$ cat config.mk
export PLATFORM = sky130hd
export DESIGN_NAME = ssi_ctrl
export DESIGN_NICKNAME = d
export VERILOG_FILES = /design/src/hdl/ssi_pkg.sv /design/src/hdl/ssi_ctrl.sv
export SDC_FILE = /design/constraint.sdc
export NUM_CORES = 1
export LEC_CHECK = 0
export BUFFER_PORTS_ARGS = -buffer_cell sky130_fd_sc_hd__buf_2
export CORE_UTILIZATION = 49
export CTS_CLUSTER_DIAMETER = 50
export CTS_CLUSTER_SIZE = 10
export DETAILED_ROUTE_END_ITERATION = 6
export PLACE_DENSITY = 0.77
export SYNTH_ARGS = -nofsm -noshare
export SYNTH_HDL_FRONTEND = slang
export SYNTH_SLANG_ARGS = --single-unit
$ cat constraint.sdc
create_clock -name clock -period 2.9 [get_ports clock]
set_input_delay 0.58 -clock clock [delete_from_list [all_inputs] [get_ports clock]]
set_output_delay 0.58 -clock clock [all_outputs]
set_load 0.05 [all_outputs]
$ cat src/hdl/ssi_pkg.sv
`default_nettype none
// ----------------------------------------------------------------------------
// ssi_pkg : shared types and constants of the state-space integrator
// Transfer formats, store and register codes, controller commands and the
// saturation helper used by the datapath.
// ----------------------------------------------------------------------------
package ssi_pkg;

   // Default sizes, handed to the top level parameters
   localparam int MAX_STATES_DEF  = 8;
   localparam int MAX_INPUTS_DEF  = 4;
   localparam int MAX_OUTPUTS_DEF = 4;

   // Index and count widths, wide enough for the full parameter range
   localparam int IDX_W  = 4;   // row / column index, up to 16 states
   localparam int CNT_W  = 5;   // state count, up to 16
   localparam int TERM_W = 5;   // terms in one dot product, up to 20
   localparam int ACC_W  = 56;  // dot product accumulator
   localparam int PROD_W = 65;  // 32 x 33 signed product
   localparam int PSUM_W = 52;  // weighted sum of k * dt for one state
   localparam int DIV_W  = 36;  // dividend of the divide-by-six unit

   typedef struct packed {
      logic              action;
      logic [2:0]        target;
      logic [2:0]        row;
      logic [2:0]        column;
      logic signed [31:0] coefficient;
      logic signed [31:0] drive_0;
      logic signed [31:0] drive_1;
      logic signed [31:0] drive_2;
      logic signed [31:0] drive_3;
   } req_item_type;

   typedef struct packed {
      logic [1:0]         kind;
      logic [1:0]         output_index;
      logic signed [31:0] output_value;
      logic               last;
   } rsp_item_type;

   // Result kinds
   localparam logic [1:0] KIND_ACK    = 2'd0;
   localparam logic [1:0] KIND_SAMPLE = 2'd1;
   localparam logic [1:0] KIND_RANGE  = 2'd2;

   // Actions
   localparam logic ACT_WRITE = 1'b0;
   localparam logic ACT_STEP  = 1'b1;

   // Store codes of a write
   localparam logic [2:0] TGT_A = 3'd0;
   localparam logic [2:0] TGT_B = 3'd1;
   localparam logic [2:0] TGT_C = 3'd2;
   localparam logic [2:0] TGT_D = 3'd3;
   localparam logic [2:0] TGT_X = 3'd4;

   // Configuration register indexes
   localparam logic [2:0] CSR_MODE    = 3'd0;
   localparam logic [2:0] CSR_DT      = 3'd1;
   localparam logic [2:0] CSR_STATES  = 3'd2;
   localparam logic [2:0] CSR_INPUTS  = 3'd3;
   localparam logic [2:0] CSR_OUTPUTS = 3'd4;

   typedef enum logic [2:0] {
      TERM_A,
      TERM_B,
      TERM_C,
      TERM_D,
      TERM_UPD
   } term_type;

   typedef enum logic [2:0] {
      UPD_EULER,
      UPD_RK1,
      UPD_RK2,
      UPD_RK3,
      UPD_RK4
   } upd_type;

   typedef enum logic [3:0] {
      ST_IDLE,
      ST_DERIV,
      ST_DRAIN_D,
      ST_UPD,
      ST_DRAIN_U,
      ST_DIV,
      ST_DIV_WAIT,
      ST_OUT,
      ST_DRAIN_O
   } ctrl_state_type;

   typedef struct packed {
      logic             issue;
      term_type         term;
      upd_type          upd;
      logic             trial;
      logic [IDX_W-1:0] row;
      logic [IDX_W-1:0] col;
      logic             first;
      logic             fin;
      logic             out_last;
      logic             wr_elem;
      logic             load_drive;
      logic             div_start;
   } cmd_type;

   typedef struct packed {
      logic pipe_busy;
      logic div_done;
   } sts_type;

   localparam logic signed [63:0] SAT_HI = 64'sd2147483647;
   localparam logic signed [63:0] SAT_LO = -64'sd2147483648;

   function automatic logic signed [31:0] sat32(input logic signed [63:0] v);
      logic signed [31:0] r;
      if (v > SAT_HI) begin
         r = 32'sh7FFFFFFF;
      end else if (v < SAT_LO) begin
         r = 32'sh80000000;
      end else begin
         r = v[31:0];
      end
      return r;
   endfunction

endpackage
`default_nettype wire

$ cat src/hdl/ssi_ctrl.sv
`default_nettype none
// ----------------------------------------------------------------------------
// ssi_ctrl : step sequencer
// Walks the derivative, update, divide and output passes, one term a cycle while a pass issues.
// ----------------------------------------------------------------------------
module ssi_ctrl (
   input  wire logic                        clock,
   input  wire logic                        reset,
   input  wire logic                        start,
   input  wire logic                        action,
   input  wire logic                        mode,
   input  wire logic                        dt_zero,
   input  wire logic [ssi_pkg::CNT_W-1:0]   n_used,
   input  wire logic [2:0]                  m_used,
   input  wire logic [2:0]                  p_used,
   input  wire ssi_pkg::sts_type            sts,
   output ssi_pkg::cmd_type                 cmd,
   output logic                             busy
);
   import ssi_pkg::*;

   ctrl_state_type     state_ff, state_in;
   logic [IDX_W-1:0]   row_ff, row_in;
   logic [TERM_W-1:0]  term_ff, term_in;
   logic [1:0]         stage_ff, stage_in;

   logic [TERM_W-1:0]  nterms;
   logic               last_term;
   logic               last_row_n;
   logic               last_row_p;
   logic               term_state;
   logic [IDX_W-1:0]   term_col;
   upd_type            upd_sel;

   assign nterms     = TERM_W'(n_used) + TERM_W'(m_used);
   assign last_term  = (term_ff == nterms - TERM_W'(1));
   assign last_row_n = (CNT_W'(row_ff) == n_used - CNT_W'(1));
   assign last_row_p = (CNT_W'(row_ff) == CNT_W'(p_used) - CNT_W'(1));
   assign term_state = (term_ff < TERM_W'(n_used));
   assign term_col   = term_state ? IDX_W'(term_ff) : IDX_W'(term_ff - TERM_W'(n_used));

   always_comb begin
      if (!mode) begin
         upd_sel = UPD_EULER;
      end else begin
         unique case (stage_ff)
            2'd0: upd_sel = UPD_RK1;
            2'd1: upd_sel = UPD_RK2;
            2'd2: upd_sel = UPD_RK3;
            2'd3: upd_sel = UPD_RK4;
         endcase
      end
   end

   // next state
   always_comb begin
      state_in = state_ff;
      unique case (state_ff)
         ST_IDLE: begin
            if (start && action == ACT_STEP) begin
               state_in = dt_zero ? ST_OUT : ST_DERIV;
            end
         end
         ST_DERIV: begin
            if (last_term && last_row_n) state_in = ST_DRAIN_D;
         end
         ST_DRAIN_D: begin
            if (!sts.pipe_busy) state_in = ST_UPD;
         end
         ST_UPD: begin
            if (last_row_n) state_in = ST_DRAIN_U;
         end
         ST_DRAIN_U: begin
            if (!sts.pipe_busy) begin
               if (!mode) begin
                  state_in = ST_OUT;
               end else if (stage_ff == 2'd3) begin
                  state_in = ST_DIV;
               end else begin
                  state_in = ST_DERIV;
               end
            end
         end
         ST_DIV: state_in = ST_DIV_WAIT;
         ST_DIV_WAIT: begin
            if (sts.div_done) state_in = last_row_n ? ST_OUT : ST_DIV;
         end
         ST_OUT: begin
            if (last_term && last_row_p) state_in = ST_DRAIN_O;
         end
         ST_DRAIN_O: begin
            if (!sts.pipe_busy) state_in = ST_IDLE;
         end
         default: state_in = ST_IDLE;
      endcase
   end

   // row, term and stage counters
   always_comb begin
      row_in   = row_ff;
      term_in  = term_ff;
      stage_in = stage_ff;
      unique case (state_ff)
         ST_IDLE: begin
            row_in   = '0;
            term_in  = '0;
            stage_in = '0;
         end
         ST_DERIV, ST_OUT: begin
            if (last_term) begin
               term_in = '0;
               row_in  = ((state_ff == ST_DERIV && last_row_n) ||
                          (state_ff == ST_OUT && last_row_p)) ? '0 : row_ff + IDX_W'(1);
            end else begin
               term_in = term_ff + TERM_W'(1);
            end
         end
         ST_UPD: row_in = last_row_n ? '0 : row_ff + IDX_W'(1);
         ST_DRAIN_U: begin
            if (!sts.pipe_busy && mode && stage_ff != 2'd3) stage_in = stage_ff + 2'd1;
         end
         ST_DIV: ;  // hold the row while the divider starts
         ST_DIV_WAIT: begin
            if (sts.div_done) row_in = last_row_n ? '0 : row_ff + IDX_W'(1);
         end
         default: begin
            row_in  = '0;
            term_in = '0;
         end
      endcase
   end

   // command outputs
   always_comb begin
      cmd = '0;
      cmd.row = row_ff;
      cmd.col = term_col;
      cmd.upd = upd_sel;
      cmd.trial = (stage_ff != 2'd0);
      cmd.first = (term_ff == '0);
      cmd.fin = last_term;
      cmd.out_last = last_row_p;
      unique case (state_ff)
         ST_IDLE: begin
            cmd.wr_elem    = start && action == ACT_WRITE;
            cmd.load_drive = start && action == ACT_STEP;
         end
         ST_DERIV: begin
            cmd.issue = 1'b1;
            cmd.term  = term_state ? TERM_A : TERM_B;
         end
         ST_UPD: begin
            cmd.issue = 1'b1;
            cmd.term  = TERM_UPD;
         end
         ST_DIV: cmd.div_start = 1'b1;
         ST_OUT: begin
            cmd.issue = 1'b1;
            cmd.term  = term_state ? TERM_C : TERM_D;
         end
         default: ;
      endcase
   end

   assign busy = (state_ff != ST_IDLE);

   always_ff @(posedge clock) begin
      if (reset) begin
         state_ff <= ST_IDLE;
         row_ff   <= '0;
         term_ff  <= '0;
         stage_ff <= '0;
      end else begin
         state_ff <= state_in;
         row_ff   <= row_in;
         term_ff  <= term_in;
         stage_ff <= stage_in;
      end
   end

endmodule
`default_nettype wire

==> results of run 1 <==
==> worst max-delay path, stage by stage <==
cell and delay, ns:
buf_8 0.08, inv_4 0.03, ha_4 0.25, inv_2 0.04, ha_4 0.15, fa_1 0.48, xnor2_2 0.20, nand4_4 0.14
nor3_4 0.15, buf_6 0.18
==> final cells by class <==
class	count	share of cell area, %
Clock buffer	3	1.03
Clock inverter	1	0.230
Inverter	26	4.59
Multi-Input combinational cell	153	60.2
Sequential cell	15	13.8
Tap cell	46	2.64
Timing Repair Buffer	59	17.5
==> timing repair <==
action                     in CTS  in global routing
pin swaps                       7                  5
cloned                          0                  0
buffers inserted                2                  1
resized for setup              18                 16
setup endpoints to repair       6                 10
==> stage by stage <==
stage / power [uW] / utilization (%) / instances
6_report: 1490 / 65.3 / 303
5_1_grt: 1610 / 65.3 / 303
4_1_cts: 1470 / 63.6 / 302
3_5_place_dp: 1330 / 60.4 / 296
3_3_place_gp: 1320 / 60.4 / 296
2_1_floorplan: 1160 / - / 206
==> power groups by stage <==
stage	logic, uW	clock network (uW)	registers (uW)
final	1030	118	339
after global routing	1120	134	351
after detailed placement	988	0	342
after floorplan	858	0	301
after global placement	973	0	342
after CTS	1010	124	338
==> worst max path at each step <==
stage	slack, ns	startpoint	to
finish	0.04	n_used[1]	cmd[4]
global route	-0.06	term_ff[1]	cmd[8]
CTS	-0.007	n_used[1]	cmd[4]
detailed placement	-0.28	n_used[1]	state_ff[3]
global placement	-0.20	n_used[1]	cmd[4]
floorplan	-0.21	n_used[1]	cmd[6]
==> cell families (layout without fill, tap and decap cells) <==
family                     Yosys count  after routing  synth area share (%)
DFF                                 15             15                  17.6
AOI/OAI and AO/OA                   28             28                  12.7
muxes                                9              9                  5.50
and+or+nand+nor                     70             70                  22.6
adders and majority gates           21             21                  16.3
xor gates and xnor gates            25             25                  15.3
buffers and inverters               38             89                  10.1
==> Yosys cell counts (2+ instances only) <==
| library cell | instances |
|---|---|
| inv_1 | 26 |
| nor2_1 | 24 |
| ha_1 | 19 |
| dfxtp_1 | 15 |
| xnor2_1 | 11 |
| xor2_1 | 11 |
| nand2_1 | 8 |
| a21oi_1 | 7 |
| mux2i_1 | 6 |
| buf_4 | 5 |
| nand3_1 | 5 |
| nor3_1 | 5 |
| o21ai_0 | 4 |
| and2_1 | 3 |
| and3_1 | 3 |
| clkbuf_1 | 3 |
| mux2_2 | 3 |
| nand2b_1 | 3 |
| xnor3_1 | 3 |
| a22oi_1 | 2 |
| buf_2 | 2 |
| fa_1 | 2 |
| nand3b_1 | 2 |
| nand4_1 | 2 |
| nor2b_1 | 2 |
| nor3b_1 | 2 |
| o211ai_1 | 2 |
| o31ai_1 | 2 |
| o31ai_4 | 2 |
| or2_2 | 2 |
==> sequential cells by signal, summed over array words and instances (netlist names) <==
signal    flops
term_ff       5
row_ff        4
state_ff      4
stage_ff      2
==> layer usage <==
layer,routed length (um),GRT usage [%]
met1,1600,27.4
met4,46,7.14
met5,0,0
met2,1880,34.7
met3,205,2.99
==> flow_summary.json, run 1 <==
{
  "die_x_um": 61.0,
  "drt_iter0_drc": 68,
  "multi_input_area_sq_um": 1310,
  "yosysWarnings": 0,
  "cts_hold_buf": 0,
  "drv_cap": 0,
  "grtUsageTotal_pct": 20.8,
  "core.rowCount": 21,
  "grt_first_pass_wirelength_um": 5730,
  "whs_path_depth": 2,
  "gp_congestion": 0.786,
  "async_reset_ff_share_pct": 0,
  "die_h_um": 61.0,
  "powerDensity_nw_per_um2": 682,
  "numCtsBuffers": 3,
  "p_sw_share_pct": 53.3,
  "fin_setup_tns_ns": 0,
  "via_per_inst": 5.10,
  "hp-start": "reset",
  "skew_ns": 0.00255,
  "pre_cts_ws_ns": -0.279,
  "hold_violations": 0,
  "p_seq_share_pct": 22.8,
  "area_delta_synth_final_pct": 27.8,
  "start_util_pct": 51.1,
  "startpoint_type": "input pin",
  "synth.top_cell.area_share_pct": 17.6,
  "holdPathEnd": "state_ff[2]",
  "ff2ff_path_depth": 6,
  "min-delay-path-class": "input pin to flop",
  "fp.coreArea_sq_um": 3340,
  "drc": 0,
  "clkTransAtPathRegs_ns": 0.09,
  "critPathKind": "input pin to output port",
  "routed-via-count": 1546,
  "avgSynthCellArea_sq_um": 8.28,
  "grt_pass1_vias": 1309,
  "cp.arrival_ns": 2.28,
  "r2r-end": "state_ff[3]",
  "n_fill_cell": 279,
  "finalWorstSetupSlack_ns": 0.0426,
  "cellLeakagePower_uw": 0.00107,
  "drive_gt1_share_pct": 35.0,
  "vdd_drop_max_mv": 0.372,
  "synth_cell_type_count": 50,
  "port_buffers": 41,
  "grt_start_max_net_pins": 20,
  "period_share_pct": 98.5,
  "syn_area_sq_um": 1710,
  "combPwrFrac_pct": 69.2,
  "power_switching_uw": 793,
  "clockPowerShare_pct": 7.9,
  "ys_seq_elements": 15,
  "first_pass_iters": 4,
  "clockRootBuffer": "clkbuf_4",
  "end_kind": "output port",
  "globalRouteOverflowTotal": 0,
  "synth_top_area_cell": "dfxtp_1",
  "cp.required_ns": 2.32,
  "ys.flop_type": "dfxtp_1",
  "status": "complete, no violations",
  "drv_slew": 0,
  "placed_area_sq_um": 2010,
  "cts_tree": "yes",
  "fin_nets": 298,
  "numClockSinks": 15,
  "r2r_start": "state_ff[2]",
  "htree_num_levels": 1,
  "maxSlewHeadroom_pct": 54.1,
  "clk_path_buf_depth": 2,
  "synth_nets": 246,
  "n_antenna_cell": 0,
  "antenna_found_initial": 0,
  "final_cell_mix": "35 x buf_2, 24 x nor2_1, 21 x inv_1",
  "whs_ns": 0.570,
  "die-area_sq_um": 3720,
  "crit_path_max_fanout": 2,
  "rsz0062_at_grt": "yes",
  "p_int_uw": 694,
  "syn-instance-count": 206,
  "clkLatencyLatePin_ns": 0.28,
  "period_needed_ns": 2.86,
  "synth_edf_count": 0,
  "reg2reg_slack_ns": 0.66,
  "synth_area_leaders": "dfxtp_1 18%, ha_1 14%, inv_1 5.7%",
  "final_area_sq_um": 2180,
  "tightest_slew_ns": 0.688,
  "max_freq_mhz": 350,
  "wirelength_um": 3730,
  "pin_count": 42,
  "wl_per_cell_um": 12.3,
  "setup_viol_count_final": 0,
  "regArea_sq_um": 300,
  "yosysSeqAreaShare_pct": 17.6,
  "dp_hpwl_um": 2840,
  "ant_nets": 0,
  "layout_commonest_cell": "buf_2"
}
(Power assumes the default switching activity.)
==> inputs of run 2 (changes only) <==
- RECOVER_POWER: not set -> 25
==> run 2 against run 1 <==
Die area stayed put. Largest cell class unchanged. Highest routed layer unchanged. Sequential power barely moved. Power hardly changed. Final area shrank 0.34%. Via count decreased by 0.39%. Count of clock-buffer cells in the layout unchanged.
==> flow_summary.json, run 2 (synthesis results as in run 1) <==
{
  "final_util_pct": 65.1,
  "clockRootBuffer": "clkbuf_4",
  "core.rowCount": 21,
  "cp.required_ns": 2.32,
  "drv_slew": 0,
  "clockPowerShare_pct": 7.9,
  "die_x_um": 61.0,
  "tightest_slew_ns": 0.689,
  "clk_path_buf_depth": 2,
  "grt_start_max_net_pins": 20,
  "p_seq_share_pct": 22.9,
  "maxSlewHeadroom_pct": 54.0,
  "dp_hpwl_um": 2840,
  "drc": 0,
  "start_util_pct": 51.1,
  "rsz0062_at_grt": "yes",
  "fin_nets": 298,
  "final_cell_mix": "29 x buf_2, 24 x nor2_1, 21 x inv_1",
  "powerDensity_nw_per_um2": 684,
  "cp.arrival_ns": 2.28,
  "gp_congestion": 0.786,
  "wl_per_cell_um": 12.3,
  "drv_cap": 0,
  "cellLeakagePower_uw": 0.00105,
  "numClockSinks": 15,
  "first_pass_iters": 4,
  "crit_path_max_fanout": 2,
  "skew_ns": 0.00223,
  "die-area_sq_um": 3720,
  "min-delay-path-class": "input pin to flop",
  "port_buffers": 41,
  "clkTransAtPathRegs_ns": 0.09,
  "p_int_uw": 692,
  "grtUsageTotal_pct": 20.8,
  "setup_viol_count_final": 0,
  "wirelength_um": 3740,
  "area_delta_synth_final_pct": 27.4,
  "critPathSlowestCell": "fa_1",
  "htree_num_levels": 1,
  "layout_commonest_cell": "buf_2",
  "routed-via-count": 1540,
  "power.total_uw": 1490,
  "via_per_inst": 5.08,
  "fp.coreArea_sq_um": 3340,
  "clkLatencyLatePin_ns": 0.28,
  "end_kind": "output port",
  "period_needed_ns": 2.86,
  "crit_chain": "buf_8 > inv_4 > ha_4 > inv_2 > ha_4 > fa_1 > xnor2_2 > nand4_4 > nor3_4 > buf_6",
  "status": "complete, no violations",
  "antenna_found_initial": 0,
  "drt_iter0_drc": 64,
  "p_sw_share_pct": 53.4,
  "combPwrFrac_pct": 69.2,
  "globalRouteOverflowTotal": 0,
  "pre_cts_ws_ns": -0.279,
  "pin_count": 42,
  "grt_pass1_vias": 1309,
  "finalWorstSetupSlack_ns": 0.0426,
  "hold_violations": 0,
  "drive_gt1_share_pct": 32.7,
  "startpoint_type": "input pin",
  "crit_path_frequent_cell": "ha_4",
  "max_freq_mhz": 350,
  "regMostFlops": "term_ff",
  "vdd_drop_max_mv": 0.372,
  "ant_nets": 0,
  "reg_top3": "term_ff x5, row_ff x4, state_ff x4",
  "cts_tree": "yes",
  "whs_ns": 0.571,
  "critPathKind": "input pin to output port",
  "die_h_um": 61.0,
  "critPathTopFamily": "adder cells",
  "crit_buf_inv": 4,
  "numCtsBuffers": 3,
  "period_share_pct": 98.5,
  "power_switching_uw": 794,
  "slowest_delay_ns": 0.48,
  "n_antenna_cell": 0,
  "largest_reg_flops": 5,
  "reg2reg_slack_ns": 0.66,
  "cts_hold_buf": 0,
  "fin_setup_tns_ns": 0,
  "grt_first_pass_wirelength_um": 5730
}
-- run 2: cell type report --
type                       count  area, sq um
timing repair buffer          59          374
multi-input combinational    153         1310
clock inverter                 1         5.00
inverter                      26          100
clock buffer                   3         22.5
tap                           46         57.6
sequential                    15          300
fill                         283         1160
-- run 2: per-stage QoR --
stage	cell area, sq um	std cells
3_3_place_gp	2010	296
3_5_place_dp	2010	296
6_report	2170	303
4_1_cts	2120	302
5_1_grt	2170	303
2_1_floorplan	1710	206
-- run 2: worst paths after layout --
path / from / to / cells after the start
worst max-delay path: n_used[1] / cmd[4] / 10
worst min-delay path: reset / state_ff[2] / 2
worst max register to register: state_ff[2] / state_ff[3] / 6
worst min register to register: row_ff[3] / row_ff[3] / 2
-- run 2: layer usage --
layer	up-vias	wire length, um	global-route usage, %
li1	802	-	-
met1	693	1630	27.4
met2	41	1880	34.7
met3	4	186	2.99
met4	0	46	7.14
met5	-	0	0
-- run 2: timing repair --
| item | CTS | global route |
|---|---|---|
| gates resized for setup | 18 | 16 |
| endpoints found under the setup margin | 6 | 10 |
| pin swaps | 7 | 5 |
| setup buffers | 2 | 1 |
-- run 2: power by group through the flow --
| stage | clock [uW] | sequential [uW] | combinational (uW) |
|---|---|---|---|
| 2_1_floorplan | 0 | 301 | 858 |
| 3_3_place_gp | 0 | 342 | 973 |
| 3_5_place_dp | 0 | 342 | 988 |
| 4_1_cts | 124 | 338 | 1010 |
| 5_1_grt | 134 | 351 | 1120 |
| 6_report | 118 | 340 | 1030 |
